**config.mk**
```make
export PLATFORM = sky130hd
export DESIGN_NAME = ubx_config_frame_builder_top
export DESIGN_NICKNAME = d
export VERILOG_FILES = /design/src/rtl/ucfb_pkg.sv /design/src/rtl/ubx_config_frame_builder_top.sv /design/src/rtl/ucfb_core.sv /design/src/rtl/ucfb_emit.sv
export SDC_FILE = /design/constraint.sdc
export NUM_CORES = 1
export LEC_CHECK = 0
export BUFFER_PORTS_ARGS = -buffer_cell sky130_fd_sc_hd__buf_4
export CORE_ASPECT_RATIO = 1.75
export CORE_UTILIZATION = 50
export CTS_BUF_LIST = sky130_fd_sc_hd__clkbuf_4 sky130_fd_sc_hd__clkbuf_8
export DETAILED_ROUTE_END_ITERATION = 7
export PLACE_DENSITY = 0.7
export SLEW_MARGIN = 20
export SYNTH_ARGS = -nofsm -noshare
export SYNTH_HDL_FRONTEND = slang
export SYNTH_SLANG_ARGS = --single-unit
```
**constraint.sdc**
```tcl
create_clock -name i_clk -period 25.1 [get_ports i_clk]
set_input_delay 3.765 -clock i_clk [delete_from_list [all_inputs] [get_ports i_clk]]
set_output_delay 3.765 -clock i_clk [all_outputs]
set_load 0.03 [all_outputs]
```
**src/rtl/ucfb_pkg.sv**
```systemverilog
package ucfb_pkg;

    localparam int MAX_RESULTS = 10;

    localparam logic [7:0] SYNC_ONE          = 8'hB5;
    localparam logic [7:0] SYNC_TWO          = 8'h62;
    localparam logic [2:0] KEY_BYTES         = 3'd4;
    localparam logic [3:0] FIXED_FRAME_BYTES = 4'd12;

    // Request kinds carried in tuser
    localparam logic OP_START = 1'b0;
    localparam logic OP_BYTE  = 1'b1;

    // Register indexes (byte address / 4)
    localparam logic [1:0] REG_VERSION   = 2'd0;
    localparam logic [1:0] REG_RESERVED  = 2'd1;
    localparam logic [1:0] REG_VALUE_SET = 2'd2;

    localparam logic [7:0]  VERSION_RST   = 8'd0;
    localparam logic [15:0] RESERVED_RST  = 16'd0;
    localparam logic [7:0]  VALUE_SET_RST = 8'd138;

    typedef struct packed {
        logic [7:0]  version;
        logic [15:0] reserved;
        logic [7:0]  value_set_id;
    } t_cfg;

    typedef struct packed {
        logic [7:0] data_byte;
        logic [7:0] payload_count;
        logic [7:0] layer_byte;
        logic [7:0] msg_id;
        logic [7:0] msg_class;
        logic       op;
    } t_item;

    // Result bundle of one item; byte 0 goes out first
    typedef struct packed {
        logic [MAX_RESULTS-1:0][7:0] bytes;
        logic [3:0]                  cnt;
        logic                        frame_end;
        logic                        err;
    } t_bundle;

endpackage

```
**src/rtl/ubx_config_frame_builder_top.sv**
```systemverilog
// Configuration frame builder: turns a stream of requests into framed bytes.
// Input stream (s_axis): tuser = op (0 start, 1 payload byte). A start
// carries class, id, layer and the key+value byte count and produces the
// ten header bytes (sync, class, id, length, version, layer, reserved).
// Each payload request produces its byte; value bytes are dropped unless
// the id equals the value_set_id register. The last payload request also
// produces ck_a and ck_b, ck_b flagged with tlast. A bad start (count below
// four or frame longer than MAX_FRAME_BYTES) produces one zero byte with
// tlast and tuser set. Payload requests with no open frame produce nothing.
// Output stream (m_axis): one byte per beat.
// The first byte of a request goes out through the input register, then
// the result register. Throughput: one request per cycle while each yields
// at most one byte and the output is ready; otherwise input waits while the
// result register shifts out its bytes, one per ready cycle (ten for a start).
// A stalled output holds its byte; the input is held off once both the
// input and the result register are full. Reset clears frame state, empties
// both stages and loads the register defaults. APB registers: 0x0 version,
// 0x4 reserved word, 0x8 value-set id; write only while the block is idle.
module ubx_config_frame_builder_top #(
    parameter int MAX_FRAME_BYTES = 256
) (
    input  logic        i_clk,
    input  logic        i_rst_n,
    input  logic        psel,
    input  logic        penable,
    input  logic        pwrite,
    input  logic [3:0]  paddr,
    input  logic [31:0] pwdata,
    output logic [31:0] prdata,
    output logic        pready,
    input  logic        s_axis_tvalid,
    output logic        s_axis_tready,
    // msg_class[7:0], msg_id[15:8], layer_byte[23:16], payload_count[31:24],
    // data_byte[39:32]
    input  logic [39:0] s_axis_tdata,
    input  logic        s_axis_tuser,   // op
    output logic        m_axis_tvalid,
    input  logic        m_axis_tready,
    output logic [7:0]  m_axis_tdata,   // out_byte
    output logic        m_axis_tlast,   // frame_end
    output logic        m_axis_tuser    // error_flag
);
    import ucfb_pkg::*;

    t_cfg    r_cfg;
    t_item   w_item;
    t_bundle w_res;
    logic    w_res_vld;
    logic    w_res_rdy;
    logic    w_wr;

    assign pready = 1'b1;
    assign w_wr   = psel && penable && pwrite && pready;

    always_ff @(posedge i_clk) begin
        if (!i_rst_n) begin
            r_cfg.version      <= VERSION_RST;
            r_cfg.reserved     <= RESERVED_RST;
            r_cfg.value_set_id <= VALUE_SET_RST;
        end else if (w_wr) begin
            unique case (paddr[3:2])
                REG_VERSION:   r_cfg.version      <= pwdata[7:0];
                REG_RESERVED:  r_cfg.reserved     <= pwdata[15:0];
                REG_VALUE_SET: r_cfg.value_set_id <= pwdata[7:0];
                default: ;
            endcase
        end
    end

    always_comb begin
        unique case (paddr[3:2])
            REG_VERSION:   prdata = {24'd0, r_cfg.version};
            REG_RESERVED:  prdata = {16'd0, r_cfg.reserved};
            REG_VALUE_SET: prdata = {24'd0, r_cfg.value_set_id};
            default:       prdata = '0;
        endcase
    end

    assign w_item.op            = s_axis_tuser;
    assign w_item.msg_class     = s_axis_tdata[7:0];
    assign w_item.msg_id        = s_axis_tdata[15:8];
    assign w_item.layer_byte    = s_axis_tdata[23:16];
    assign w_item.payload_count = s_axis_tdata[31:24];
    assign w_item.data_byte     = s_axis_tdata[39:32];

    ucfb_core #(
        .MAX_FRAME_BYTES (MAX_FRAME_BYTES)
    ) u_core (
        .i_clk      (i_clk),
        .i_rst_n    (i_rst_n),
        .i_cfg      (r_cfg),
        .i_item_vld (s_axis_tvalid),
        .i_item     (w_item),
        .o_item_rdy (s_axis_tready),
        .i_res_rdy  (w_res_rdy),
        .o_res_vld  (w_res_vld),
        .o_res      (w_res)
    );

    ucfb_emit u_emit (
        .i_clk         (i_clk),
        .i_rst_n       (i_rst_n),
        .i_res_vld     (w_res_vld),
        .i_res         (w_res),
        .o_res_rdy     (w_res_rdy),
        .m_axis_tvalid (m_axis_tvalid),
        .m_axis_tready (m_axis_tready),
        .m_axis_tdata  (m_axis_tdata),
        .m_axis_tlast  (m_axis_tlast),
        .m_axis_tuser  (m_axis_tuser)
    );

endmodule

```
**src/rtl/ucfb_core.sv**
```systemverilog
module ucfb_core #(
    parameter int MAX_FRAME_BYTES = 256
) (
    input  logic             i_clk,
    input  logic             i_rst_n,
    input  ucfb_pkg::t_cfg   i_cfg,
    input  logic             i_item_vld,
    input  ucfb_pkg::t_item  i_item,
    output logic             o_item_rdy,
    input  logic             i_res_rdy,
    output logic             o_res_vld,
    output ucfb_pkg::t_bundle o_res
);
    import ucfb_pkg::*;

    localparam logic [10:0] MAX_LIM = 11'(MAX_FRAME_BYTES);

    logic       r_vld;
    t_item      r_item;
    logic       r_open, n_open;
    logic [7:0] r_left, n_left;
    logic [2:0] r_seen, n_seen;   // key bytes seen, saturates at four
    logic       r_values, n_values;
    logic [7:0] r_sum_a, n_sum_a;
    logic [7:0] r_sum_b, n_sum_b;

    logic       w_step;
    logic       w_match;
    logic [8:0] w_sent;
    logic [8:0] w_len;
    logic       w_reject;
    logic       w_summed;
    logic [7:0] w_pa;
    logic [7:0] w_pb;
    logic [7:0] w_left;
    logic [7:0][7:0] w_hdr;

    assign w_step     = r_vld && i_res_rdy;
    assign o_item_rdy = !r_vld || i_res_rdy;
    assign o_res_vld  = r_vld;

    always_ff @(posedge i_clk) begin
        if (!i_rst_n) begin
            r_vld <= 1'b0;
        end else if (o_item_rdy) begin
            r_vld <= i_item_vld;
        end
    end

    always_ff @(posedge i_clk) begin
        if (i_item_vld && o_item_rdy) begin
            r_item <= i_item;
        end
    end

    assign w_match  = (r_item.msg_id == i_cfg.value_set_id);
    assign w_sent   = w_match ? {1'b0, r_item.payload_count} : 9'({KEY_BYTES});
    assign w_len    = w_sent + 9'({KEY_BYTES});
    assign w_reject = (r_item.payload_count < 8'({KEY_BYTES}))
                   || ((11'(w_sent) + 11'(FIXED_FRAME_BYTES)) > MAX_LIM);

    // Checksummed header bytes, class through reserved high
    assign w_hdr = {i_cfg.reserved[15:8], i_cfg.reserved[7:0], r_item.layer_byte,
                    i_cfg.version, 7'd0, w_len[8], w_len[7:0],
                    r_item.msg_id, r_item.msg_class};

    assign w_summed = (r_seen < KEY_BYTES) || r_values;
    assign w_pa     = r_sum_a + (w_summed ? r_item.data_byte : 8'd0);
    assign w_pb     = r_sum_b + (w_summed ? w_pa : 8'd0);
    assign w_left   = r_left - 8'd1;

    always_comb begin
        logic [7:0] sa;
        logic [7:0] sb;
        sa       = '0;
        sb       = '0;
        n_open   = r_open;
        n_left   = r_left;
        n_seen   = r_seen;
        n_values = r_values;
        n_sum_a  = r_sum_a;
        n_sum_b  = r_sum_b;
        o_res    = '0;
        if (r_item.op == OP_START) begin
            n_open   = 1'b0;
            n_left   = '0;
            n_seen   = '0;
            n_values = 1'b0;
            n_sum_a  = '0;
            n_sum_b  = '0;
            if (w_reject) begin
                o_res.cnt       = 4'd1;
                o_res.frame_end = 1'b1;
                o_res.err       = 1'b1;
            end else begin
                for (int i = 0; i < 8; i++) begin
                    sa = sa + w_hdr[i];
                    sb = sb + sa;
                end
                n_open   = 1'b1;
                n_left   = r_item.payload_count;
                n_values = w_match;
                n_sum_a  = sa;
                n_sum_b  = sb;
                o_res.bytes[0] = SYNC_ONE;
                o_res.bytes[1] = SYNC_TWO;
                for (int i = 0; i < 8; i++) begin
                    o_res.bytes[i+2] = w_hdr[i];
                end
                o_res.cnt = 4'(MAX_RESULTS);
            end
        end else if (r_open) begin
            n_sum_a = w_pa;
            n_sum_b = w_pb;
            n_left  = w_left;
            if (r_seen != KEY_BYTES) begin
                n_seen = r_seen + 3'd1;
            end
            if (w_left == 8'd0) begin
                o_res.frame_end = 1'b1;
                n_open   = 1'b0;
                n_seen   = '0;
                n_values = 1'b0;
                n_sum_a  = '0;
                n_sum_b  = '0;
                if (w_summed) begin
                    o_res.bytes[0] = r_item.data_byte;
                    o_res.bytes[1] = w_pa;
                    o_res.bytes[2] = w_pb;
                    o_res.cnt      = 4'd3;
                end else begin
                    o_res.bytes[0] = w_pa;
                    o_res.bytes[1] = w_pb;
                    o_res.cnt      = 4'd2;
                end
            end else if (w_summed) begin
                o_res.bytes[0] = r_item.data_byte;
                o_res.cnt      = 4'd1;
            end
        end
    end

    always_ff @(posedge i_clk) begin
        if (!i_rst_n) begin
            r_open   <= 1'b0;
            r_left   <= '0;
            r_seen   <= '0;
            r_values <= 1'b0;
            r_sum_a  <= '0;
            r_sum_b  <= '0;
        end else if (w_step) begin
            r_open   <= n_open;
            r_left   <= n_left;
            r_seen   <= n_seen;
            r_values <= n_values;
            r_sum_a  <= n_sum_a;
            r_sum_b  <= n_sum_b;
        end
    end

endmodule

```
**src/rtl/ucfb_emit.sv**
```systemverilog
module ucfb_emit (
    input  logic              i_clk,
    input  logic              i_rst_n,
    input  logic              i_res_vld,
    input  ucfb_pkg::t_bundle i_res,
    output logic              o_res_rdy,
    output logic              m_axis_tvalid,
    input  logic              m_axis_tready,
    output logic [7:0]        m_axis_tdata,
    output logic              m_axis_tlast,
    output logic              m_axis_tuser
);
    import ucfb_pkg::*;

    logic [MAX_RESULTS-1:0][7:0] r_bytes;
    logic [3:0]                  r_left;
    logic                        r_end;
    logic                        r_err;
    logic                        w_take;
    logic                        w_load;

    assign w_take    = (r_left != 4'd0) && m_axis_tready;
    // take a new bundle when empty or while the last byte of the current one leaves
    assign o_res_rdy = (r_left == 4'd0) || ((r_left == 4'd1) && m_axis_tready);
    assign w_load    = i_res_vld && o_res_rdy;

    always_ff @(posedge i_clk) begin
        if (!i_rst_n) begin
            r_left <= '0;
        end else if (w_load) begin
            r_left <= i_res.cnt;
        end else if (w_take) begin
            r_left <= r_left - 4'd1;
        end
    end

    always_ff @(posedge i_clk) begin
        if (w_load) begin
            r_bytes <= i_res.bytes;
            r_end   <= i_res.frame_end;
            r_err   <= i_res.err;
        end else if (w_take) begin
            r_bytes <= {8'h00, r_bytes[MAX_RESULTS-1:1]};
        end
    end

    assign m_axis_tvalid = (r_left != 4'd0);
    assign m_axis_tdata  = r_bytes[0];
    assign m_axis_tlast  = r_end && (r_left == 4'd1);
    assign m_axis_tuser  = r_err && (r_left == 4'd1);

endmodule

```
==> results.yml <==
worst_setup_path:
  cp_common_cell: "ha_1"
  path_class: "flop to flop"
  end_kind: "flop"
  critPathMaxStageDelay_ns: 0.58
  cp_max_fo: 5
  start_kind: "flop"
  cp.required_ns: 25.56
  r2r-end: "u_core.r_sum_b[7]"
  crit_arrival_ns: 12.04
  r2r_slack_ns: 13.52
  r2r_start: "u_core.r_item[16]"
  crit_path_top_delay_cell: "nor3_1"
  ff2ff_path_depth: 38
worst_hold_path:
  min_to: "u_core.r_seen[1]"
  hold_class: "flop to flop"
  worstHoldPathCells: 2
  hold_start: "u_core.r_seen[1]"
global_routing:
  grt_max_degree: 85
  grt_pass1_vias: 9377
  antenna_found_initial: 1
  grt_pass1_wl_um: 49500
  grt.total_usage_pct: 26.8
  grt_overflow: 0
synthesis:
  synth_enable_flop_cells: 123
  ys_top_cells_by_area: "edfxtp_1 30%, dfxtp_1 11%, ha_1 7.7%"
  syn_inst: 1240
  yosys.area.top_type: "edfxtp_1"
  synth-main-ff-cell: "edfxtp_1"
  ys_seq_area_share_pct: 41.4
  ys_ff_latch: 189
  synth_top_area_share_pct: 30.5
  yosys-top-cells-count: "179 x nand2_1, 123 x edfxtp_1, 86 x o21ai_0"
  post-synth-top-count-cell: "nand2_1"
  yosysUniqueCellTypes: 70
  synthesis.area_um2: 12100
  synth-async-reset-ratio_pct: 0
  avgSynthCellArea_um2: 9.77
  yosysWarnings: 0
sta:
  relSlewSlack_pct: 26.2
  fin_skew_ns: 0.0178
  final_hold_viol_count: 0
  maxSlewViolCount: 0
  fmax_mhz: 86.3
  grt_setup_unrepaired: "no"
  period_needed_ns: 11.58
  setup_tns_ns: 0
  period_share_pct: 46.2
  setup_viol: 0
  tightest_slew_ns: 1.10
  fin_ws_ns: 13.52
cells_and_area:
  drive_gt1_share_pct: 11.5
  final_cells: 1622
  nets: 1498
  syn_to_final_growth_pct: 10.6
  fin_area_um2: 13400
route:
  drt_iter0_drc: 410
  ant_nets: 0
  vias_per_cell: 5.58
  drt-wirelength-per-cell_um: 19.6
  finalWirelength_um: 31700
  first_pass_iters: 4
  route.vias.total: 9044
  drc: 0
flow_run:
  drv_cap: 0
cts:
  numCtsBuffers: 17
  htree_num_levels: 4
  insertion_delay_ns: 0.51
  postCtsHoldBufs: 0
  clkSinkCount: 189
  post_cts_buffers: 0
  cts_tree: "built"
  path_clk_slew_ns: 0.11
  cts_max_path_buffers: 2
  cts_root_buf: "clkbuf_8"
  cts-resized-gates: 0
placement:
  place.gp.congestion: 0.904
  dpl.hpwl_um: 24100
  dp_cells: 1589
  place.port_buffers: 93
  place_area_um2: 12900
  place_ws_ns: 13.57
die:
  die_x_um: 120
  start_util_pct: 50.8
  io_pins: 129
  num_rows: 75
  dieArea_um2: 24900
  fp.coreArea_um2: 23800
  die_h_um: 208
run_status:
  status: "completed"
## cell families (layout without fill, tap and decap cells)
kind of cell,Yosys count,count (layout),share of synthesized area (%)
AOI/OAI and AO/OA,265,265,13.9
muxes,23,23,1.94
other,2,18,0.0620
DFF,189,189,41.4
buffers and inverters,151,209,5.53
xor gates and xnor gates,96,96,7.17
adders and majority gates,114,114,14.2
and+or+nand+nor,400,400,15.8
## placed cells by master, fill, tap and decap left out, types with 6 or more instances in the layout
cell type / synthesis / layout
and2_1: 35 / 34
a21o_1: 11 / 11
o41ai_1: 6 / 6
and3_1: 12 / 12
nand2_1: 179 / 178
o21a_1: 9 / 9
conb_1: 2 / 17
nand3_1: 14 / 14
nor2b_1: 24 / 24
clkbuf_8: 0 / 17
inv_1: 73 / 73
o21ai_0: 86 / 86
o21bai_1: 8 / 8
nor3b_1: 19 / 18
edfxtp_1: 123 / 123
ha_1: 75 / 75
dfxtp_1: 66 / 66
a21boi_0: 24 / 24
xnor2_1: 71 / 71
nand4_1: 7 / 7
fa_1: 39 / 39
mux2i_1: 19 / 19
xor2_1: 23 / 23
a221oi_1: 14 / 14
buf_4: 26 / 103
a21oi_1: 61 / 61
nor2_1: 69 / 69
o31ai_1: 8 / 8
nand2b_1: 7 / 7
nor3_1: 16 / 16
## flip-flops by register name (all words and copies together), names as in the netlist, 3 cells and up
| signal | count |
|---|---|
| r_cfg | 32 |
| u_core.r_item | 41 |
| u_core.r_left | 8 |
| u_core.r_seen | 3 |
| u_core.r_sum_a | 8 |
| u_core.r_sum_b | 8 |
| u_emit.m_axis_tdata | 8 |
| u_emit.r_bytes | 72 |
| u_emit.r_left | 4 |
## layer usage
| metal | track usage (%) | vias up | part of all wire [%] |
|---|---|---|---|
| met4 | 17.6 | 0 | 6.7 |
| met3 | 4.91 | 91 | 3.5 |
| met2 | 50.3 | 228 | 55 |
| li1 | - | 4394 | - |
| met1 | 26.0 | 4331 | 34 |
| met5 | 0 | - | 0 |
## worst max path at each step
stage / start / endpoint / slack (ns)
2_1_floorplan: u_core.r_item[10] / u_core.r_sum_b[7] / 16.06
3_3_place_gp: u_core.r_item[15] / u_core.r_sum_b[7] / 13.97
3_5_place_dp: u_core.r_item[16] / u_core.r_sum_b[7] / 13.57
4_1_cts: u_core.r_item[16] / u_core.r_sum_b[7] / 13.51
5_1_grt: u_core.r_item[10] / u_core.r_sum_b[7] / 12.97
6_report: u_core.r_item[16] / u_core.r_sum_b[7] / 13.52
## final cells by class
type                       instances  area [um2]
timing repair buffer             103         773
clock inverter                    14         204
clock buffer                      18         241
antenna                            1        2.50
tap                              308         385
fill                            2144       10400
sequential                       189        5010
multi-input combinational        915        6500
inverter                          74         278
## critical path, delay by kind of cell, from the launching register on
family / cells / cell delay (ns)
XOR/XNOR: 8 / 2.41
AND/OR/NAND/NOR: 7 / 2.35
AO/OA/AOI/OAI: 6 / 1.31
buffers and inverters: 5 / 0.45
flip-flops: 1 / 0.53
adder cells (fa/ha/maj): 12 / 4.50
## per-stage QoR
stage / util [%] / hold slack [ns]
after global routing: 56.2 / 0.497
final: 56.2 / 0.475
after floorplan: - / 0.447
after detailed placement: 54.3 / 0.468
after CTS: 56.2 / 0.480
after global placement: 54.3 / 0.466
Power is left out: the tool's default activity adds up to more than one toggle a clock period on the data nets, which glitch-free logic cannot reach.
